### config.mk
export PLATFORM = sky130hd
export DESIGN_NAME = multilevel_feedback_queue_scheduler_unit
export DESIGN_NICKNAME = d
export VERILOG_FILES = /design/src/rtl/core/mfq_pkg.sv /design/src/rtl/core/multilevel_feedback_queue_scheduler_unit.sv /design/src/rtl/core/mfq_ram.sv
export SDC_FILE = /design/constraint.sdc
export NUM_CORES = 2
export LEC_CHECK = 0
export BUFFER_PORTS_ARGS = -buffer_cell sky130_fd_sc_hd__buf_2
export CORE_ASPECT_RATIO = 1.1
export CORE_MARGIN = 10
export CORE_UTILIZATION = 63
export DETAILED_ROUTE_END_ITERATION = 6
export GPL_ROUTABILITY_DRIVEN = 0
export GPL_TIMING_DRIVEN = 1
export PLACE_DENSITY = 0.82
export SYNTH_ARGS = -nofsm -noshare
export SYNTH_HDL_FRONTEND = slang
export SYNTH_HIERARCHICAL = 1
export SYNTH_SLANG_ARGS = --single-unit
export TNS_END_PERCENT = 100
### constraint.sdc
create_clock -name clk -period 13.3 [get_ports clk]
set_input_delay 1.995 -clock clk [delete_from_list [all_inputs] [get_ports clk]]
set_output_delay 1.995 -clock clk [all_outputs]
set_load 0.01 [all_outputs]
### src/rtl/core/mfq_pkg.sv
// Shared types and constants of the three-level feedback scheduler.
// Used by multilevel_feedback_queue_scheduler_unit; depends on nothing.
`default_nettype none

package mfq_pkg;

  localparam int NUM_LEVELS = 3;
  localparam int LEVEL_W    = 2;
  localparam int ID_W       = 4;
  localparam int TIME_W     = 8;
  localparam int STATUS_W   = 3;
  localparam int REG_IDX_W  = 2;

  localparam int BURST_SLOTS        = 3;
  localparam int BURSTS_PER_PROGRAM = 3;
  localparam logic [1:0] MAX_BURST_IDX = 2'(BURST_SLOTS - 1);
  localparam logic [1:0] LAST_BURST =
    2'(((BURSTS_PER_PROGRAM < BURST_SLOTS) ? BURSTS_PER_PROGRAM : BURST_SLOTS) - 1);

  localparam logic [LEVEL_W-1:0] TOP_LEVEL    = 2'd0;
  localparam logic [LEVEL_W-1:0] MID_LEVEL    = 2'd1;
  localparam logic [LEVEL_W-1:0] BOTTOM_LEVEL = 2'd2;

  localparam logic CMD_LOAD     = 1'b0;
  localparam logic CMD_DISPATCH = 1'b1;

  localparam logic [STATUS_W-1:0] ST_LOADED    = 3'd0;
  localparam logic [STATUS_W-1:0] ST_FULL      = 3'd1;
  localparam logic [STATUS_W-1:0] ST_PREEMPTED = 3'd2;
  localparam logic [STATUS_W-1:0] ST_DONE      = 3'd3;
  localparam logic [STATUS_W-1:0] ST_RETIRED   = 3'd4;
  localparam logic [STATUS_W-1:0] ST_IDLE      = 3'd5;

  localparam logic [REG_IDX_W-1:0] REG_QUANTUM0 = 2'd0;
  localparam logic [REG_IDX_W-1:0] REG_QUANTUM1 = 2'd1;
  localparam logic [REG_IDX_W-1:0] REG_QUANTUM2 = 2'd2;

  localparam logic [TIME_W-1:0] QUANTUM0_RESET = 8'd1;
  localparam logic [TIME_W-1:0] QUANTUM1_RESET = 8'd2;
  localparam logic [TIME_W-1:0] QUANTUM2_RESET = 8'd4;

  typedef struct packed {
    logic                cmd;
    logic [ID_W-1:0]     program_id;
    logic [TIME_W-1:0]   first_burst;
    logic [TIME_W-1:0]   second_burst;
    logic [TIME_W-1:0]   third_burst;
  } in_t;

  typedef struct packed {
    logic [STATUS_W-1:0] status;
    logic [ID_W-1:0]     served_id;
    logic [LEVEL_W-1:0]  from_level;
    logic [LEVEL_W-1:0]  to_level;
    logic [1:0]          burst_index;
    logic [TIME_W-1:0]   time_used;
    logic [TIME_W-1:0]   time_left;
  } out_t;

  // One queued program: identifier, burst in progress and the three burst times.
  typedef struct packed {
    logic [ID_W-1:0]                     id;
    logic [1:0]                          idx;
    logic [BURST_SLOTS-1:0][TIME_W-1:0]  burst;
  } entry_t;

  localparam int ENTRY_W = $bits(entry_t);

endpackage

`default_nettype wire

### src/rtl/core/multilevel_feedback_queue_scheduler_unit.sv
// Top level of the three-level feedback queue scheduler: sequencer, ring bookkeeping,
// quantum registers and result register. Depends on mfq_pkg and mfq_ram.
//
//   Channel   Signals                              Direction
//   in        in_valid, in_ready, in_data (in_t)   command words in
//   out       out_valid, out_ready, out_data       result words out
//   cfg       cfg_valid, cfg_ready, cfg_index,     quantum register writes
//             cfg_data
//
// A load word goes from acceptance through the hand-over step before the block is ready again.
// A dispatch word is accepted, then passes the level sweep (one level looked at per cycle),
// the ring RAM read, the compare of the burst with the quantum on the shared subtractor
// together with the requeue, and the hand-over.
// Reset is synchronous and empties all levels at once through the counts; no clearing pass.
// The result register frees the core, so a new word is taken while a result still waits;
// the core stalls in its hand-over step only while the previous result is not taken.
`default_nettype none

module multilevel_feedback_queue_scheduler_unit #(
  parameter int MAX_PROGRAMS = 16
) (
  input  wire logic                            clk,
  input  wire logic                            rst_n,
  input  wire logic                            in_valid,
  output logic                                 in_ready,
  input  wire mfq_pkg::in_t                    in_data,
  output logic                                 out_valid,
  input  wire logic                            out_ready,
  output mfq_pkg::out_t                        out_data,
  input  wire logic                            cfg_valid,
  output logic                                 cfg_ready,
  input  wire logic [mfq_pkg::REG_IDX_W-1:0]   cfg_index,
  input  wire logic [mfq_pkg::TIME_W-1:0]      cfg_data
);

  localparam int PW = $clog2(MAX_PROGRAMS);
  localparam int CW = $clog2(MAX_PROGRAMS + 1);
  localparam int SW = CW + 1;
  localparam int NL = mfq_pkg::NUM_LEVELS;

  typedef enum logic [3:0] {
    S_IDLE   = 4'b0001,
    S_SELECT = 4'b0010,
    S_EXEC   = 4'b0100,
    S_FIN    = 4'b1000
  } state_t;

  state_t                           state_r, state_nxt;
  logic [PW-1:0]                    head_r   [NL];
  logic [PW-1:0]                    head_nxt [NL];
  logic [CW-1:0]                    count_r  [NL];
  logic [CW-1:0]                    count_nxt[NL];
  logic [mfq_pkg::TIME_W-1:0]       quant_r  [NL];
  logic [mfq_pkg::TIME_W-1:0]       quant_nxt[NL];
  logic [mfq_pkg::LEVEL_W-1:0]      cur_r, cur_nxt;
  logic [CW-1:0]                    pass_r, pass_nxt;
  logic [CW-1:0]                    loaded_r, loaded_nxt;
  mfq_pkg::out_t                    res_r, res_nxt;
  mfq_pkg::out_t                    out_data_r;
  logic                             out_valid_r, out_valid_nxt;
  logic                             out_load;

  logic                             ram_we;
  logic [mfq_pkg::LEVEL_W-1:0]      ram_wr_lvl;
  logic [PW-1:0]                    ram_wr_addr;
  mfq_pkg::entry_t                  ram_wr_data;
  logic                             ram_rd_en;
  logic [PW-1:0]                    ram_rd_addr;
  logic [mfq_pkg::ENTRY_W-1:0]      ram_rd_data [NL];

  mfq_pkg::entry_t                  ent;
  logic [1:0]                       bsel;
  logic [mfq_pkg::TIME_W-1:0]       rem;
  logic [mfq_pkg::TIME_W-1:0]       quant;
  logic [mfq_pkg::TIME_W:0]         diff;
  logic                             preempt;
  logic [mfq_pkg::LEVEL_W-1:0]      to_lvl;
  logic                             push;
  logic [CW+1:0]                    count_sum;

  // Position (h + c) modulo the ring depth; h < depth and c <= depth.
  function automatic logic [PW-1:0] wrap_pos(input logic [PW-1:0] h, input logic [CW-1:0] c);
    logic [SW-1:0] s;
    s = SW'(h) + SW'(c);
    if (s >= SW'(MAX_PROGRAMS)) begin
      s = s - SW'(MAX_PROGRAMS);
    end
    return s[PW-1:0];
  endfunction

  function automatic logic [mfq_pkg::LEVEL_W-1:0] next_level(
    input logic [mfq_pkg::LEVEL_W-1:0] l
  );
    return (l == mfq_pkg::BOTTOM_LEVEL) ? mfq_pkg::TOP_LEVEL : l + 2'd1;
  endfunction

  assign in_ready  = (state_r == S_IDLE);
  assign cfg_ready = 1'b1;
  assign out_valid = out_valid_r;
  assign out_data  = out_data_r;

  genvar g;
  generate
    for (g = 0; g < NL; g++) begin : g_ring
      mfq_ram #(
        .WIDTH (mfq_pkg::ENTRY_W),
        .DEPTH (MAX_PROGRAMS)
      ) u_ring (
        .clk     (clk),
        .wr_en   (ram_we && (ram_wr_lvl == mfq_pkg::LEVEL_W'(g))),
        .wr_addr (ram_wr_addr),
        .wr_data (ram_wr_data),
        .rd_en   (ram_rd_en),
        .rd_addr (ram_rd_addr),
        .rd_data (ram_rd_data[g])
      );
    end
  endgenerate

  // The shared compare/subtract unit: the burst in progress against the level's quantum.
  always_comb begin
    ent     = mfq_pkg::entry_t'(ram_rd_data[cur_r]);
    bsel    = (ent.idx > mfq_pkg::MAX_BURST_IDX) ? mfq_pkg::MAX_BURST_IDX : ent.idx;
    rem     = ent.burst[bsel];
    quant   = quant_r[cur_r];
    diff    = {1'b0, rem} - {1'b0, quant};
    preempt = !diff[mfq_pkg::TIME_W] && (diff[mfq_pkg::TIME_W-1:0] != '0);
  end

  always_comb begin
    state_nxt   = state_r;
    head_nxt    = head_r;
    count_nxt   = count_r;
    quant_nxt   = quant_r;
    cur_nxt     = cur_r;
    pass_nxt    = pass_r;
    loaded_nxt  = loaded_r;
    res_nxt     = res_r;
    out_load    = 1'b0;
    ram_we      = 1'b0;
    ram_wr_lvl  = mfq_pkg::TOP_LEVEL;
    ram_wr_addr = '0;
    ram_wr_data = '0;
    ram_rd_en   = 1'b0;
    ram_rd_addr = head_r[cur_r];
    to_lvl      = mfq_pkg::TOP_LEVEL;
    push        = 1'b0;

    if (cfg_valid && cfg_ready) begin
      case (cfg_index)
        mfq_pkg::REG_QUANTUM0: quant_nxt[0] = cfg_data;
        mfq_pkg::REG_QUANTUM1: quant_nxt[1] = cfg_data;
        mfq_pkg::REG_QUANTUM2: quant_nxt[2] = cfg_data;
        default: ;
      endcase
    end

    case (state_r)
      S_IDLE: begin
        if (in_valid) begin
          res_nxt           = '0;
          res_nxt.served_id = in_data.program_id;
          state_nxt         = S_FIN;
          if (in_data.cmd == mfq_pkg::CMD_LOAD) begin
            if (loaded_r >= CW'(MAX_PROGRAMS)) begin
              res_nxt.status = mfq_pkg::ST_FULL;
            end else begin
              ram_we                = 1'b1;
              ram_wr_lvl            = mfq_pkg::TOP_LEVEL;
              ram_wr_addr           = wrap_pos(head_r[0], count_r[0]);
              ram_wr_data.id        = in_data.program_id;
              ram_wr_data.idx       = 2'd0;
              ram_wr_data.burst[0]  = in_data.first_burst;
              ram_wr_data.burst[1]  = in_data.second_burst;
              ram_wr_data.burst[2]  = in_data.third_burst;
              count_nxt[0]          = count_r[0] + CW'(1);
              loaded_nxt            = loaded_r + CW'(1);
              res_nxt.status        = mfq_pkg::ST_LOADED;
              res_nxt.time_left     = in_data.first_burst;
            end
          end else if (loaded_r == '0) begin
            // Every queued program is counted in exactly one level.
            res_nxt.status    = mfq_pkg::ST_IDLE;
            res_nxt.served_id = '0;
            cur_nxt           = mfq_pkg::TOP_LEVEL;
            pass_nxt          = '0;
          end else begin
            if (pass_r > count_r[cur_r]) begin
              pass_nxt = count_r[cur_r];
            end
            state_nxt = S_SELECT;
          end
        end
      end

      S_SELECT: begin
        if (pass_r == '0) begin
          if (count_r[cur_r] != '0) begin
            pass_nxt = count_r[cur_r];
          end else begin
            cur_nxt = next_level(cur_r);
          end
        end else begin
          ram_rd_en = 1'b1;
          state_nxt = S_EXEC;
        end
      end

      S_EXEC: begin
        head_nxt[cur_r]  = wrap_pos(head_r[cur_r], CW'(1));
        count_nxt[cur_r] = count_r[cur_r] - CW'(1);
        ram_wr_data      = ent;
        res_nxt.served_id   = ent.id;
        res_nxt.from_level  = cur_r;
        res_nxt.burst_index = bsel;
        if (preempt) begin
          ram_wr_data.burst[bsel] = diff[mfq_pkg::TIME_W-1:0];
          to_lvl                  = (cur_r == mfq_pkg::BOTTOM_LEVEL) ?
                                    mfq_pkg::BOTTOM_LEVEL : cur_r + 2'd1;
          push                    = 1'b1;
          res_nxt.status          = mfq_pkg::ST_PREEMPTED;
          res_nxt.time_used       = quant;
          res_nxt.time_left       = diff[mfq_pkg::TIME_W-1:0];
        end else begin
          ram_wr_data.burst[bsel] = '0;
          res_nxt.time_used       = rem;
          res_nxt.time_left       = '0;
          if (bsel >= mfq_pkg::LAST_BURST) begin
            res_nxt.status = mfq_pkg::ST_RETIRED;
            to_lvl         = mfq_pkg::TOP_LEVEL;
            if (loaded_r != '0) begin
              loaded_nxt = loaded_r - CW'(1);
            end
          end else begin
            res_nxt.status  = mfq_pkg::ST_DONE;
            ram_wr_data.idx = bsel + 2'd1;
            to_lvl          = (cur_r == mfq_pkg::TOP_LEVEL) ?
                              mfq_pkg::TOP_LEVEL : cur_r - 2'd1;
            push            = 1'b1;
          end
        end
        res_nxt.to_level = to_lvl;
        // The tail is taken after the pop, so a program rotating in its own level
        // lands behind the ones still waiting there.
        if (push) begin
          ram_we            = 1'b1;
          ram_wr_lvl        = to_lvl;
          ram_wr_addr       = wrap_pos(head_nxt[to_lvl], count_nxt[to_lvl]);
          count_nxt[to_lvl] = count_nxt[to_lvl] + CW'(1);
        end
        pass_nxt = pass_r - CW'(1);
        if (pass_r == CW'(1)) begin
          cur_nxt = next_level(cur_r);
        end
        state_nxt = S_FIN;
      end

      S_FIN: begin
        if (!out_valid_r || out_ready) begin
          out_load  = 1'b1;
          state_nxt = S_IDLE;
        end
      end

      default: begin
        state_nxt = S_IDLE;
      end
    endcase

    out_valid_nxt = (out_valid_r && !out_ready) || out_load;
  end

  always_ff @(posedge clk) begin
    if (!rst_n) begin
      state_r     <= S_IDLE;
      head_r      <= '{default: '0};
      count_r     <= '{default: '0};
      quant_r     <= '{mfq_pkg::QUANTUM0_RESET, mfq_pkg::QUANTUM1_RESET,
                       mfq_pkg::QUANTUM2_RESET};
      cur_r       <= mfq_pkg::TOP_LEVEL;
      pass_r      <= '0;
      loaded_r    <= '0;
      out_valid_r <= 1'b0;
    end else begin
      state_r     <= state_nxt;
      head_r      <= head_nxt;
      count_r     <= count_nxt;
      quant_r     <= quant_nxt;
      cur_r       <= cur_nxt;
      pass_r      <= pass_nxt;
      loaded_r    <= loaded_nxt;
      out_valid_r <= out_valid_nxt;
    end
  end

  always_ff @(posedge clk) begin
    res_r <= res_nxt;
    if (out_load) begin
      out_data_r <= res_r;
    end
  end

  assign count_sum = (CW+2)'(count_r[0]) + (CW+2)'(count_r[1]) + (CW+2)'(count_r[2]);

  // Between words, the level counts add up to the number of programs present.
  a_count_balance: assert property (@(posedge clk) disable iff (!rst_n)
    (state_r == S_IDLE) |-> (count_sum == (CW+2)'(loaded_r)))
    else $error("level counts do not add up to the programs present");

  // The level sweep is only entered with at least one program queued.
  a_sweep_nonempty: assert property (@(posedge clk) disable iff (!rst_n)
    (state_r == S_SELECT) |-> (loaded_r != '0))
    else $error("level sweep started with no program present");

  // A pop only happens from a level that holds a program and has dispatches left.
  a_pop_valid: assert property (@(posedge clk) disable iff (!rst_n)
    (state_r == S_EXEC) |-> (pass_r != '0 && count_r[cur_r] != '0 && pass_r <= count_r[cur_r]))
    else $error("dispatch popped an empty level or an exhausted pass");

  // A finished result is handed over only into a free or draining output register.
  a_no_overwrite: assert property (@(posedge clk) disable iff (!rst_n)
    out_load |-> (!out_valid_r || out_ready))
    else $error("result register overwritten before it was taken");

endmodule

`default_nettype wire

### src/rtl/core/mfq_ram.sv
// Generic single-write, single-read RAM with registered read data.
// Holds one ring of queued programs; no package dependency.
`default_nettype none

module mfq_ram #(
  parameter int WIDTH = 30,
  parameter int DEPTH = 16
) (
  input  wire logic                     clk,
  input  wire logic                     wr_en,
  input  wire logic [$clog2(DEPTH)-1:0] wr_addr,
  input  wire logic [WIDTH-1:0]         wr_data,
  input  wire logic                     rd_en,
  input  wire logic [$clog2(DEPTH)-1:0] rd_addr,
  output logic      [WIDTH-1:0]         rd_data
);

  logic [WIDTH-1:0] mem [DEPTH];

  always_ff @(posedge clk) begin
    if (wr_en) begin
      mem[wr_addr] <= wr_data;
    end
    if (rd_en) begin
      rd_data <= mem[rd_addr];
    end
  end

endmodule

`default_nettype wire
==> results.md <==
* Status: finished with violations
* Failing checks: capacitance limit
* Primary FF master, synth: edfxtp_1
* Slew at the pin with the worst max-slew slack at 1.49 ns
* Largest net degree at the start of global routing at 149
* TNS Setup at 0 ns
* Final ANT Viol Nets at 0
* Cell Rows at 124
* Detailed router's first-iteration violation count at 5970
* Starting density of the core at 63.7%
* Cell count after synthesis at 3339
* Fin. Hold Viols at 0
* Syn avg cell area at 19.9 um2
* CTS H-tree depth at 4
* #FFs+latches synth at 1656
* Clock Latency Late Sink at 0.78 ns
* Synth warn at 6
* Critical path's slowest cell: a22o_1
* Final core utilization at 70.3%
* Hold depth at 0
* Area of the mapped netlist at 66400 um2
* Crit path kind: reg -> reg
* Most common cell after layout, fill and taps aside: edfxtp_1
* Global-route wire length before repair at 257000 um
* Area Growth Syn to Fin at 10.5%
* Unique masters post-synth at 77
* Post-synthesis sequential area ratio at 73.9%
* Io pins at 76
* Commonest non-fill, non-tap cells in the layout: edfxtp_1, mux4_2, nand2_1
* WP data required at 13.73 ns
* CTS Root Cell: clkbuf_16
* Startpoint Class: register
* Crit. End Element: register
* CTS resizes at 0
* Setup Buffers After CTS at 0
* Initial antenna violation count at 5
* CP arrival at 11.57 ns
* RSZ-0062 raised after global routing: false
* CP most frequent cell: ha_1
* Worst vdd ir at 0.000168 V
* Total CTS buffers at 150
* Vias per cell at 7.22
* Grt ovf at 0
* Worst Hold Class: reg -> reg
* Rel. slew slack at 0.371%
* Syn Nets at 3428
* Max FO, Critical Path at 33
* Nets at 3558
* Die area at 119000 um2
* Gr usage total at 30.2%
* WL final at 181000 um
* Die H at 360 um
* Clk_skew at 0.0399 ns
* Async SR Flop Fraction at 0%
* Die Wd at 329 um
* TritonCTS clock tree: yes
* Filler cells at 5760
* Critical path's largest stage delay at 0.93 ns
* Drt pass-1 iters at 6
* WL per Instance at 36.2 um
* Clk sinks at 1656
* Routed via count at 35900
* Pwr dens at 152 nW/um2
* Vias in the first global route at 35000
* Worst reg-to-reg path cell count at 30
* Leak at 23.4 nW
* Post-route minimum period at 11.14 ns
* Slew Viols, Final at 0
* DP Wirelength at 100000 um
* DRC Markers at 0
* Clock transition at the registers of the reported paths at 0.07 ns
* CTS Hold Buffers Added at 0
* CTS Buffer Depth at 3
* Period utilisation layout at 83.8%
* Number of flops mapped to enable cells by yosys at 1588
* Core area at 104000 um2
* Setup violators final at 0
* Fraction of layout cells with a size suffix above 1 at 19.2%
* Fmax at 89.8 MHz
* # port buffers at 74
* MaxCap Viol Count at 1
## state kept, by name, indices dropped and copies added (netlist names)
name	count
res_r	29
head_r	12
out_data	29
count_r	15
state_r	4
quant_r	24
g_ring.u_ring/mem	1440
out_valid	1
loaded_r	5
pass_r	5
g_ring.u_ring/rd_data	90
cur_r	2
## power by group
group,switching [W],total (W),leakage (nW),internal (W)
registers,0.0000330,0.00600,15.1,0.00597
clock network,0.00193,0.00441,2.40,0.00248
logic,0.000581,0.000738,5.91,0.000156
total,0.00254,0.0111,23.4,0.00860
## final cells by class
cell class	count	area [um2]	area share [%]
Timing Repair Buffer	154	1040	1.41
Multi-Input combinational cell	1483	16500	22.4
Clock buffer	180	3950	5.39
Antenna cell	2	5.00	0.00682
Sequential cell	1656	49100	66.9
Inverter	24	97.6	0.133
Clock inverter	95	1000	1.37
Tap cell	1386	1730	2.36
## worst max-delay path: cells and delay by family (launching register included)
family          cells  cell delay [ns]
flops               1             0.62
fa+ha+maj           4             1.24
xor+xnor            2             0.34
compound gates     10             3.28
buf+inv             4             1.28
simple gates        7             2.67
mux                 3             1.29
## cell usage after synthesis, drive strengths merged, types with 4 or more instances
library cell / number / area [um2]
a21o: 23 / 173
nand2b: 10 / 62.6
a22o: 5 / 43.8
nand2: 197 / 742
mux4: 360 / 8720
mux2: 10 / 120
a22oi: 189 / 1420
a21oi: 65 / 329
nand3b: 10 / 75.1
and3: 5 / 31.3
inv: 24 / 90.1
o211a: 4 / 40.0
dfxtp: 68 / 1360
nand3: 28 / 140
buf: 89 / 896
nor4: 4 / 31.3
xor2: 15 / 131
nor2b: 42 / 263
a21boi: 13 / 97.6
nor2: 139 / 522
nor3: 29 / 145
or3b: 6 / 52.6
fa: 4 / 80.1
clkbuf: 87 / 328
nor3b: 4 / 30.0
o21a: 5 / 37.5
or3: 5 / 31.3
a221o: 17 / 170
o22ai: 7 / 43.8
ha: 41 / 513
o21ai: 69 / 349
a31oi: 5 / 31.3
mux2i: 99 / 995
a211oi: 22 / 175
xnor2: 8 / 70.1
and2: 12 / 75.1
edfxtp: 1588 / 47700
## logic make-up (layout without fill, tap and decap cells)
group / after synthesis / count (layout) / share of synthesized area (%)
flip-flops: 1656 / 1656 / 73.9
AND/OR/NAND/NOR: 500 / 500 / 3.42
multiplexers: 469 / 469 / 14.8
AO/OA/AOI/OAI: 445 / 445 / 4.69
buffers and inverters: 200 / 453 / 1.98
adder cells (fa/ha/maj): 45 / 45 / 0.893
XOR/XNOR: 23 / 23 / 0.303
other: 1 / 3 / 0.00565
## per-stage QoR
step	cells	setup slack [ns]	area, um2	hold slack, ns	total power, W
detailed placement	4701	2.69	68300	0.405	0.00680
global route	4978	1.60	73300	0.431	0.0114
CTS	4976	2.50	73300	0.412	0.0111
floorplan	3339	3.13	66400	0.400	0.00644
finish	4980	2.16	73300	0.415	0.0111
global placement	4701	3.09	68300	0.402	0.00676
## metal layers
| layer | global-route usage (%) | wire, um | vias up |
|---|---|---|---|
| li1 | - | - | 14100 |
| met1 | 40.0 | 59500 | 18100 |
| met2 | 46.8 | 85300 | 3158 |
| met3 | 7.46 | 24200 | 581 |
| met4 | 15.5 | 11500 | 4 |
| met5 | 0 | 24 | - |
## path summary, 6_finish.rpt
| check | startpoint | end | slack, ns |
|---|---|---|---|
| setup / recovery | cur_r[1] | g_ring[1].u_ring/mem[12][17] | 2.16 |
| hold / removal | res_r[11] | out_data[11] | 0.41 |
| setup reg to reg | cur_r[1] | g_ring[1].u_ring/mem[12][17] | 2.16 |
| hold reg to reg | res_r[11] | out_data[11] | 0.41 |
Power figures use the tool's default switching activity.
